### src/rtl/binomial_mod_prime_engine_defines.svh
// Assertion macros shared by the engine's RTL files.
`ifndef BINOMIAL_MOD_PRIME_ENGINE_DEFINES_SVH
`define BINOMIAL_MOD_PRIME_ENGINE_DEFINES_SVH

// Clocked assertion that is switched off while reset is held.
`define BMPE_ASSERT(lbl, clk, rst_n, prop, msg) \
    lbl: assert property (@(posedge clk) disable iff (!rst_n) prop) else $error(msg);

// Clocked assertion that also holds during reset.
`define BMPE_ASSERT_ALWAYS(lbl, clk, prop, msg) \
    lbl: assert property (@(posedge clk) prop) else $error(msg);

`endif

### src/rtl/bmpe_pkg.sv
// Package with the constants and codes of the binomial modulo prime engine.
package bmpe_pkg;

    // Table storage.
    localparam int TableDepth = 1024;
    localparam int AddrW      = $clog2(TableDepth);
    localparam int SizeW      = AddrW + 1;

    // Operand widths.
    localparam int WordW = 32;
    localparam int ArgW  = 64;

    // Reset values of the configuration registers.
    localparam logic [WordW-1:0] ModulusReset   = 32'd998244353;
    localparam logic [SizeW-1:0] TableSizeReset = SizeW'(TableDepth);

    // Configuration register indexes.
    localparam logic CfgModulus   = 1'b0;
    localparam logic CfgTableSize = 1'b1;

    // Opcodes.
    localparam logic [2:0] OpBuild   = 3'd0;
    localparam logic [2:0] OpPower   = 3'd1;
    localparam logic [2:0] OpInverse = 3'd2;
    localparam logic [2:0] OpArrange = 3'd3;
    localparam logic [2:0] OpBinom   = 3'd4;

    // Status codes.
    localparam logic [1:0] StOk       = 2'd0;
    localparam logic [1:0] StRange    = 2'd1;
    localparam logic [1:0] StNotBuilt = 2'd2;
    localparam logic [1:0] StNegExp   = 2'd3;

    // Request to the shared modular multiplier.
    typedef struct packed {
        logic             start;
        logic [WordW-1:0] a;
        logic [WordW-1:0] b;
    } t_mm_req;

endpackage

### src/rtl/bmpe_mulmod.sv
// Bit-serial modular multiplier: one bit of the multiplier per cycle.
module bmpe_mulmod
    import bmpe_pkg::*;
(
    input  logic             i_clk,
    input  logic             i_rst_n,
    input  t_mm_req          i_req,
    input  logic [WordW-1:0] i_mod,
    output logic             o_done,
    output logic [WordW-1:0] o_res
);
`include "binomial_mod_prime_engine_defines.svh"

    localparam int CntW = $clog2(WordW + 1);

    logic [WordW-1:0] r_acc, n_acc;
    logic [WordW-1:0] r_a;
    logic [WordW-1:0] r_b;
    logic [CntW-1:0]  r_cnt;
    logic             r_busy;
    logic             r_done;
    logic [WordW:0]   w_dbl;
    logic [WordW-1:0] w_red;
    logic [WordW:0]   w_sum;

    // One step: double, reduce, add the partial product, reduce again.
    // Operand a is below the modulus, so each reduction needs one subtract.
    always_comb begin
        w_dbl = {r_acc, 1'b0};
        if (w_dbl >= {1'b0, i_mod}) begin
            w_dbl = w_dbl - {1'b0, i_mod};
        end
        w_red = w_dbl[WordW-1:0];
        w_sum = {1'b0, w_red} + (r_b[WordW-1] ? {1'b0, r_a} : '0);
        if (w_sum >= {1'b0, i_mod}) begin
            w_sum = w_sum - {1'b0, i_mod};
        end
        n_acc = w_sum[WordW-1:0];
    end

    // Control of the iteration count.
    always_ff @(posedge i_clk) begin
        if (!i_rst_n) begin
            r_busy <= 1'b0;
            r_done <= 1'b0;
            r_cnt  <= '0;
        end else begin
            r_done <= 1'b0;
            if (i_req.start) begin
                r_busy <= 1'b1;
                r_cnt  <= CntW'(WordW);
            end else if (r_busy) begin
                r_cnt <= r_cnt - 1'b1;
                if (r_cnt == CntW'(1)) begin
                    r_busy <= 1'b0;
                    r_done <= 1'b1;
                end
            end
        end
    end

    // Operand and accumulator registers.
    always_ff @(posedge i_clk) begin
        if (i_req.start) begin
            r_acc <= '0;
            r_a   <= i_req.a;
            r_b   <= i_req.b;
        end else if (r_busy) begin
            r_acc <= n_acc;
            r_b   <= {r_b[WordW-2:0], 1'b0};
        end
    end

    assign o_done = r_done;
    assign o_res  = r_acc;

    `BMPE_ASSERT(a_no_start_busy, i_clk, i_rst_n, i_req.start |-> !r_busy, "request while busy")
    `BMPE_ASSERT(a_done_idle, i_clk, i_rst_n, r_done |-> !r_busy, "done while busy")
    `BMPE_ASSERT(a_res_reduced, i_clk, i_rst_n, r_done |-> (r_acc < i_mod || i_mod < 32'd2), "result not reduced")

endmodule

### config.mk
export PLATFORM = sky130hd
export DESIGN_NAME = bmpe_mulmod
export DESIGN_NICKNAME = d
export VERILOG_FILES = /design/src/rtl/bmpe_pkg.sv /design/src/rtl/bmpe_mulmod.sv
export VERILOG_INCLUDE_DIRS = /design/src /design/src/rtl
export SDC_FILE = /design/constraint.sdc
export NUM_CORES = 1
export LEC_CHECK = 0
export ABC_AREA = 1
export BUFFER_PORTS_ARGS = -buffer_cell sky130_fd_sc_hd__buf_2
export CAP_MARGIN = 20
export CORE_MARGIN = 4
export CORE_UTILIZATION = 40
export DETAILED_ROUTE_END_ITERATION = 8
export MAX_ROUTING_LAYER = met4
export PLACE_DENSITY = 0.6
export RECOVER_POWER = 25
export SYNTH_ARGS = -nofsm -noshare
export SYNTH_HDL_FRONTEND = slang
export SYNTH_SLANG_ARGS = --single-unit
### constraint.sdc
create_clock -name i_clk -period 7.5 [get_ports i_clk]
set_input_delay 2.25 -clock i_clk [delete_from_list [all_inputs] [get_ports i_clk]]
set_output_delay 2.25 -clock i_clk [all_outputs]
set_load 0.05 [all_outputs]
Word-level counts from Yosys, hierarchy flattened

Cells that the tools add are included.
W data, S select, Z words.

Add/sub/neg operators: 4
Order comparisons: 2
Equal/unequal tests: 1
Mux-type cells: 11
Bitwise gates (word level): 2
Reductions and logical operators: 3

Operators by type and width:

| kind                  | number |
|---|---|
| $mux W32              | 5 |
| $ge A33 B32 Y1        | 2 |
| $sub A32 B32 Y32      | 2 |
| $add A32 B32 Y33      | 1 |
| $mux W6               | 2 |
| $eq A6 B1 Y1 const B  | 1 |
| $sub A6 B1 Y6 const B | 1 |
| $mux W1               | 4 |
| $reduce_or A3 Y1      | 1 |
| $not A1 Y1            | 2 |
| $reduce_bool A2 Y1    | 1 |
| $reduce_or A2 Y1      | 1 |

Bits in registers: 104
Input port bits: 99
Output and inout bits: 33
Word-level logic and storage cells: 30

Longest topological paths before layout

Gate-level depths: netlist (run 1).

Depth after elaboration: 5
Mapped depth: 42
Gate-level depth less buffers: 42

Worst setup path after synthesis (run 1)

Ideal clock, no wire load.

Path kind: input to register
Start point: in i_mod[14]
End point: reg r_acc[12] (netlist: o_res[12])
Setup time: 0.114 ns
Arrival: 6.428 ns
Required time: 7.386 ns
Slack: 0.958 ns
Stages on the path: 39
Buffers on the path: 2
Cell sequence: inv_1 -> ha_1 -> a21oi_1 -> nor2_1 -> nor2_1 -> nand2_1 -> inv_1 -> o21ai_0 -> nand2_1 -> nand4_2 -> inv_2 -> buf_2 -> nor2_1 -> ha_1 -> fa_1 -> nand3_1 -> nand3_1 -> nand2_1 -> (+3 left out) -> xnor2_1 -> inv_1 -> ha_1 -> nand2_2 -> inv_2 -> nand2_1 -> nand2_1 -> inv_2 -> nand2_1 -> nand2_1 -> nand2_1 -> nor2_2 -> nor2_4 -> nor2_4 -> buf_4 -> nand2_1 -> nand3_1 -> nand2_1

Longest elaborated chain between the ends: 5
Elaborated cells between the ends (all ways): 7
Those cells by class: 3 x add/sub; 2 x order compare; 2 x mux

RTL lines:

| element                                            | line                                 | text |
|---|---|---|
| start, declared                                    | bmpe_mulmod.sv:8                     | `input logic [WordW-1:0] i_mod,` |
| $ge A33 B32 Y1 or $sub A32 B32 Y32 (tied branches) | bmpe_mulmod.sv:30, bmpe_mulmod.sv:31 |  |
| $mux W32                                           | bmpe_mulmod.sv:30                    | `if (w_dbl >= {1'b0, i_mod}) begin` |
| $add A32 B32 Y33                                   | bmpe_mulmod.sv:34                    | `w_sum = {1'b0, w_red} + (r_b[WordW-1] ? {1'b0, r_a} : '0);` |
| $sub A32 B32 Y32 or $ge A33 B32 Y1 (tied branches) | bmpe_mulmod.sv:36, bmpe_mulmod.sv:35 |  |
| $mux W32 *                                         | bmpe_mulmod.sv:35                    | `if (w_sum >= {1'b0, i_mod}) begin` |
| end signal, assigned                               | bmpe_mulmod.sv:69                    | `r_acc <= n_acc;` |
| end, declared                                      | bmpe_mulmod.sv:16                    | `logic [WordW-1:0] r_acc, n_acc;` |

Mark *: on every way between the ends. The rest lies on a longest branch, timed or not.
A chain may end at the register's enable or synchronous reset.

Worst setup path after layout (run 1)

Start point: in i_mod[19]
End point: reg r_acc[0] (netlist: o_res[0])

The elaborated chain is that of the path after synthesis.

==> impl_metrics.ini, run 1 <==
[outcome]
status = finished with violations
violations = capacitance limit, slew limit

[worst_setup_path]
cp_max_fo = 18
r2r_slack_ps = 1800
slowest_stage = ha_1
r2r_cells = 33
worstReg2RegEnd = o_res[0]$_SDFFE_PP0P_
criticalPathCategory = in -> reg
arrival_ps = 7530
cpMostUsedCell = nand2_1
r2r_start = o_res[5]$_SDFFE_PP0P_
critPathRequiredTime_ps = 7760
startpoint_type = primary input
endpoint_kind = flip-flop
cpPeakStageDelay_ps = 360

[synthesis]
synth_ff_type = edfxtp_1
synth_edf_count = 64
synth-seq-area-share = 0.2276
syn_area_um2 = 11960
synth_warnings = 0
synthDistinctLibCells = 41
synth.area.top_cells = nand2_1 (28%), edfxtp_1 (16%), inv_1 (12%)
syn_inst = 2062
synth_nets = 2262
async_flop_share = 0
syn_avg_cell_area_um2 = 5.801
yosys.area.top_type = nand2_1
synth-seq-cells = 104
yosysTopAreaCellShare = 0.2752

[cts]
cts_root_buf = clkbuf_16
cts_buffers = 9
cts.clk_slew.worst_paths_ps = 90
cts_tree = yes
cts_hold_buf = 0
clockBufferDepth = 2
htreeDepth = 3
clock-sinks = 104
clock_latency_ps = 370

[die]
core-area_um2 = 29560
die-area_um2 = 32730
io_pins = 132
rows = 63
start_util = 0.4047
fp.dieH_um = 180.9
die_x_um = 180.9

[sta]
max_slew_margin = -0.5350
grt_setup_unrepaired = yes
worst_pin_slew_ps = 2302
hold_viol_final = 0
finalSetupViolCount = 0
drv_slew = 51
clock_skew_ps = 16.58
fin_crit_sh = 0.9696
min_period_ps = 7272
setup_slack_ps = 227.7
max_freq_mhz = 137.5

[worst_hold_path]
hold_class = reg -> reg
min_to = r_cnt[0]$_SDFFE_PP0P_
min_from = r_cnt[0]$_SDFFE_PP0P_
min_path_cells = 2

[route]
ant_nets = 0
dr.pass1.iters = 8
route.detailed.drc = 0
drt_wl_total_mm = 46.78
wl_per_cell_um = 16.05
num_vias = 14050
vias_per_cell = 4.820
drt_iter0_drc = 1062

[global_routing]
grt_max_degree = 51
grt_pass1_wl_mm = 72.52
grt_use_met2 = 0.4739
grt_overflow_total = 0
met1_usage = 0.3837
use_met3 = 0.02255
grt_pass1_vias = 13570
antenna_found_initial = 0
top_usage_layer = met2
grt_usage = 0.2869

[placed_design]
routabilityCongestion = 0.9618
dp_hpwl_mm = 39.93
numPortBuffers = 131
pre_cts_ws_ps = -452.6

[run]
drv_cap = 1

[finish]
post-route-util = 0.5473
fin_nets = 2720
n_fill_cell = 3082
drive_above_1_share = 0.2313
antenna_cells = 0
syn_to_final_growth_pct = 35.26
## timing repair
| item | CTS | global route |
|---|---|---|
| endpoints found under the setup margin | 32 | 32 |
| pin swaps | 0 | 6 |
| setup buffers | 0 | 2 |
| gates resized for setup | 3 | 60 |
| gates cloned | 0 | 1 |
## cells by family (layout without fill, tap and decap cells)
kind of cell,count (synthesis),after routing,share of synthesized area
adders and majority gates,101,101,0.1075
buffers and inverters,425,887,0.1373
and+or+nand+nor,1231,1232,0.4206
DFF,104,104,0.2276
AOI/OAI and AO/OA,154,154,0.07249
xor gates and xnor gates,47,47,0.03441
## routing by layer
metal	share of wire	wire length (um)
met1	0.46	21560
met5	0	0
met2	0.47	21860
met3	0.046	2136
met4	0.026	1220
## worst max-delay path: cells and delay by family
family / cells / cell delay (ps)
buf+inv: 10 / 1070
simple gates: 22 / 2770
compound gates: 2 / 420
fa+ha+maj: 3 / 970
## metrics by stage
| step | TNS [ps] | cell area, um2 | hold slack (ps) | std cells |
|---|---|---|---|---|
| 2_1_floorplan | 0 | 11960 | 457.2 | 2062 |
| 3_3_place_gp | -12780 | 15530 | 481.1 | 2895 |
| 3_5_place_dp | -13590 | 15530 | 485.0 | 2895 |
| 4_1_cts | 0 | 15870 | 495.1 | 2911 |
| 5_1_grt | -33.06 | 16180 | 528.2 | 2915 |
| 6_report | 0 | 16180 | 501.5 | 2915 |
## state kept, by name, indices dropped and copies added, names as in the netlist
register / flops
r_busy: 1
r_cnt: 6
o_done: 1
o_res: 32
r_b: 32
r_a: 32
## worst max path at each step
stage / depth (start not counted) / from / to
floorplan: 39 / i_mod[14] / o_res[12]$_SDFFE_PP0P_
global placement: 37 / i_mod[31] / o_res[12]$_SDFFE_PP0P_
detailed placement: 37 / i_mod[31] / o_res[23]$_SDFFE_PP0P_
CTS: 38 / i_mod[24] / o_res[20]$_SDFFE_PP0P_
global route: 36 / i_mod[20] / o_res[27]$_SDFFE_PP0P_
finish: 37 / i_mod[19] / o_res[0]$_SDFFE_PP0P_
## cells in the mapped netlist (all sizes together) (18+ instances only)
cell,count
ha,98
xor2,29
o21ai,35
nor2,158
edfxtp,64
xnor2,18
inv,396
nand3,114
dfxtp,40
a21oi,86
nor3,20
nand4,30
nand2,886
## placed cells by master (no fill, tap or decap), types with 5 or more instances in the layout
cell	instances
nand4_1	29
nor2_2	20
o21bai_1	14
nand2_1	863
nor3_1	16
nand3b_1	11
buf_2	130
o21ai_0	30
dfxtp_1	40
nand3_1	112
a21oi_1	73
inv_2	12
buf_4	339
nor2_1	132
a21o_1	7
ha_4	10
a21oi_2	13
xor2_1	29
clkbuf_16	9
nand2_2	21
nor2_4	6
xnor2_1	18
inv_1	384
edfxtp_1	64
and2_1	5
ha_1	86
## cell type report
class	instances	area, um2	share of cell area
sequential	104	2723	0.1683
clock inverter	7	88.84	0.005491
tap	390	488.0	0.03016
timing repair buffer	474	3271	0.2021
multi-input combinational	1534	7894	0.4879
inverter	397	1490	0.09210
clock buffer	9	225.2	0.01392
Power of run 1 is not shown: default switching activity piles up to over one toggle a cycle in this logic, so the estimate is an artifact.
==> inputs of run 2 (changes only) <==
- REMOVE_ABC_BUFFERS: unset -> 1
==> impl_metrics.ini, run 2 (synthesis results as in run 1) <==
[finish]
antenna_cells = 0
post-route-util = 0.5634
fin_nets = 2767
final_common_cell = nand2_1
drive_above_1_share = 0.2516
multi_input_area_um2 = 7971
syn_to_final_growth_pct = 39.23
final_cell_mix = nand2_1 (858), inv_1 (384), buf_4 (383)
n_fill_cell = 3059
ff_latch_area_um2 = 2723

[global_routing]
grt_usage = 0.2876
grt_pass1_vias = 13800
grt_pass1_wl_mm = 72.28
grt_overflow_total = 0
grt_max_degree = 68
antenna_found_initial = 0

[cts]
cts_hold_buf = 0
clock_latency_ps = 380
cts_root_buf = clkbuf_16
htreeDepth = 3
cts.clk_slew.worst_paths_ps = 80
clock-sinks = 104
cts_buffers = 9
cts_tree = yes
clockBufferDepth = 2

[route]
route.detailed.drc = 0
drt_iter0_drc = 965
wl_per_cell_um = 15.79
vias_per_cell = 4.786
num_vias = 14180
dr.pass1.iters = 5
ant_nets = 0
drt_wl_total_mm = 46.78

[worst_setup_path]
critPathRequiredTime_ps = 7770
cpMostUsedCell = nand2_1
startpoint_type = primary input
slowest_stage = ha_4
arrival_ps = 7480
cp_max_fo = 21
criticalPathCategory = in -> reg
endpoint_kind = flip-flop
cpPeakStageDelay_ps = 310

[placed_design]
numPortBuffers = 131
dp_hpwl_mm = 40.37
routabilityCongestion = 1.008

[die]
io_pins = 132
fp.dieH_um = 180.9
die_x_um = 180.9
core-area_um2 = 29560
rows = 63
start_util = 0.4047
die-area_um2 = 32730

[sta]
fin_crit_sh = 0.9611
min_period_ps = 7208
clock_skew_ps = 19.06
worst_pin_slew_ps = 951.2
grt_setup_unrepaired = yes
drv_slew = 0
finalSetupViolCount = 0
max_freq_mhz = 138.7
max_slew_margin = 0.3652
hold_viol_final = 0

[run]
drv_cap = 0

[worst_hold_path]
hold_class = reg -> reg

[outcome]
status = complete, no violations
## run 2: cell types whose count changed in the layout (fill, tap and decap cells not counted), sizes merged
cell,change
buf,+49
nand2,-1
clkinv,-3
clkinvlp,-1
inv,+4
clkbuf,-1
## run 2: critical path, delay by kind of cell
| kind | cells | cell delay, ps |
|---|---|---|
| compound gates | 4 | 620 |
| simple gates | 21 | 2180 |
| fa+ha+maj | 3 | 790 |
| buf+inv | 12 | 1600 |
## run 2: through the flow
stage / cells / TNS [ps] / hold slack [ps] / setup WS (ps) / instance area, um2
after CTS: 2960 / 0 / 489.2 / 6.840 / 16260
after global routing: 2962 / -120.5 / 513.8 / -28.99 / 16650
after floorplan: 2034 / 0 / 457.2 / 190.7 / 11810
final: 2962 / 0 / 483.1 / 291.5 / 16650
after global placement: 2943 / -10770 / 473.1 / -375.0 / 15920
after detailed placement: 2944 / -13240 / 479.9 / -448.3 / 15950
## run 2: routing by layer
metal	part of all wire	global-route usage	vias up
li1	-	-	7366
met1	0.45	0.3737	6382
met2	0.47	0.4799	362
met3	0.044	0.02114	66
met4	0.033	0.09014	0
met5	0	-	-
## run 2: path summary, 6_finish.rpt
| check | from | end | slack, ps | cells past startpoint |
|---|---|---|---|---|
| max | i_mod[10] | o_res[6]$_SDFFE_PP0P_ | 290 | 40 |
| min | r_cnt[0]$_SDFFE_PP0P_ | r_cnt[0]$_SDFFE_PP0P_ | 480 | 2 |
| max reg2reg | o_res[9]$_SDFFE_PP0P_ | o_res[6]$_SDFFE_PP0P_ | 1890 | 38 |
| min reg2reg | r_cnt[0]$_SDFFE_PP0P_ | r_cnt[0]$_SDFFE_PP0P_ | 480 | 2 |
## run 2: what timing repair did
| item | in CTS | in global routing |
|---|---|---|
| hold endpoints to repair | 0 | 0 |
| buffers inserted | 0 | 1 |
| resized for setup | 2 | 82 |
| endpoints found under the setup margin | 26 | 32 |
| pin swaps | 0 | 3 |
## run 2: area by class of cell
cell class	count	area share
multi-input combinational	1533	0.4787
clock buffer	9	0.01352
inverter	397	0.08978
clock inverter	7	0.003606
tap	390	0.02930
sequential	104	0.1635
timing repair buffer	522	0.2216
Power of run 2 is left out for the same reason.
==> inputs of run 3 (changes only) <==
--- a/config.mk
+++ b/config.mk
@@ -17,4 +17,5 @@
 export RECOVER_POWER = 25
 export REMOVE_ABC_BUFFERS = 1
+export SKIP_CTS_REPAIR_TIMING = 1
 export SYNTH_ARGS = -nofsm -noshare
 export SYNTH_HDL_FRONTEND = slang
==> constraint.sdc (replaced) <==
create_clock -name i_clk -period 7.5 [get_ports i_clk]
set_input_delay 1.5 -clock i_clk [delete_from_list [all_inputs] [get_ports i_clk]]
set_output_delay 1.5 -clock i_clk [all_outputs]
set_load 0.05 [all_outputs]
==> impl_metrics.ini, run 3 (synthesis results as in run 1) <==
[worst_setup_path]
endpoint_kind = flip-flop
cpMostUsedCell = nand2_1
arrival_ps = 7250
r2r_slack_ps = 1360
criticalPathCategory = in -> reg
slowest_stage = fa_1
critPathRequiredTime_ps = 7770
startpoint_type = primary input
cp_max_fo = 32
cpPeakStageDelay_ps = 480

[sta]
max_freq_mhz = 143.2
hold_viol_final = 0
hold_ws_ps = 507.8
fin_crit_sh = 0.9309
setup_tns_ps = 0
finalSetupViolCount = 0
drv_slew = 71
clock_skew_ps = 17.35
grt_setup_unrepaired = no
min_period_ps = 6982
max_slew_margin = -0.1342
worst_pin_slew_ps = 1701
setup_slack_ps = 518.3

[die]
die_x_um = 180.9
die-area_um2 = 32730
rows = 63
fp.dieH_um = 180.9
io_pins = 132
start_util = 0.4047
core-area_um2 = 29560

[finish]
final_cell_mix = nand2_1 (877), inv_1 (385), nor2_1 (147)
antenna_cells = 0
n_fill_cell = 3231
final_common_cell = nand2_1
final_cells = 2642
drive_above_1_share = 0.1132
fin_nets = 2447
syn_to_final_growth_pct = 15.61

[cts]
cts.clk_slew.worst_paths_ps = 80
clockBufferDepth = 2
cts_tree = yes
cts_root_buf = clkbuf_16
htreeDepth = 3
clock-sinks = 104
cts_buffers = 9
clock_latency_ps = 370

[placed_design]
pre_cts_ws_ps = 275.0
routabilityCongestion = 0.9938
placed_cells = 2626
numPortBuffers = 131
dp_hpwl_mm = 35.63

[route]
route.detailed.drc = 0
ant_nets = 0
vias_per_cell = 4.931
drt_iter0_drc = 1134
num_vias = 13030
drt_wl_total_mm = 42.00
wl_per_cell_um = 15.90
dr.pass1.iters = 6

[worst_hold_path]
hold_class = reg -> reg

[global_routing]
grt_max_degree = 36
grt_pass1_vias = 12600
grt_overflow_total = 0
grt_usage = 0.2582
grt_pass1_wl_mm = 65.67
antenna_found_initial = 0

[outcome]
status = finished with violations
violations = capacitance limit, slew limit

[run]
drv_cap = 2
-- run 3: changes by cell type in the layout (fill, tap and decap cells not counted), sizes merged --
cell | previous run | this run
clkinvlp | 1 | 0
clkbuf | 10 | 13
inv | 400 | 398
clkinv | 3 | 5
buf | 521 | 198
bufinv | 0 | 1
-- run 3: area by class of cell --
class,instances,area [um2],area share
multi-input cells,1533,7601,0.5497
repair buffers,202,1204,0.08704
flip-flops and latches,104,2723,0.1969
clock inverters,7,97.59,0.007058
well taps,390,488.0,0.03529
inverters,397,1490,0.1078
clock buffers,9,225.2,0.01629
-- run 3: per-stage QoR --
stage               utilization  instance area, um2
finish                   0.4678               13830
global route             0.4678               13830
CTS                      0.4681               13840
detailed placement       0.4572               13520
global placement         0.4572               13520
floorplan                     -               11810
-- run 3: path summary, 6_finish.rpt --
| path | from | end | cells after the start |
|---|---|---|---|
| worst max-delay path | i_mod[12] | o_res[6]$_SDFFE_PP0P_ | 37 |
| worst min-delay path | r_cnt[0]$_SDFFE_PP0P_ | r_cnt[0]$_SDFFE_PP0P_ | 2 |
| worst max register to register | o_res[11]$_SDFFE_PP0P_ | o_res[6]$_SDFFE_PP0P_ | 35 |
| worst min register to register | r_cnt[0]$_SDFFE_PP0P_ | r_cnt[0]$_SDFFE_PP0P_ | 2 |
-- run 3: per-layer routing --
metal,global-route usage,share of wire,vias to the layer above
li1,-,-,6717
met1,0.3339,0.45,5802
met2,0.4191,0.46,434
met3,0.02658,0.056,74
met4,0.09770,0.039,0
met5,-,0,-
-- run 3: critical path, delay by kind of cell --
kind | cells | cell delay [ps]
AOI/OAI and AO/OA | 3 | 540
and+or+nand+nor | 21 | 2400
buffers and inverters | 8 | 1150
xor gates and xnor gates | 1 | 170
adders and majority gates | 4 | 1460
Power of run 3 is left out for the same reason.
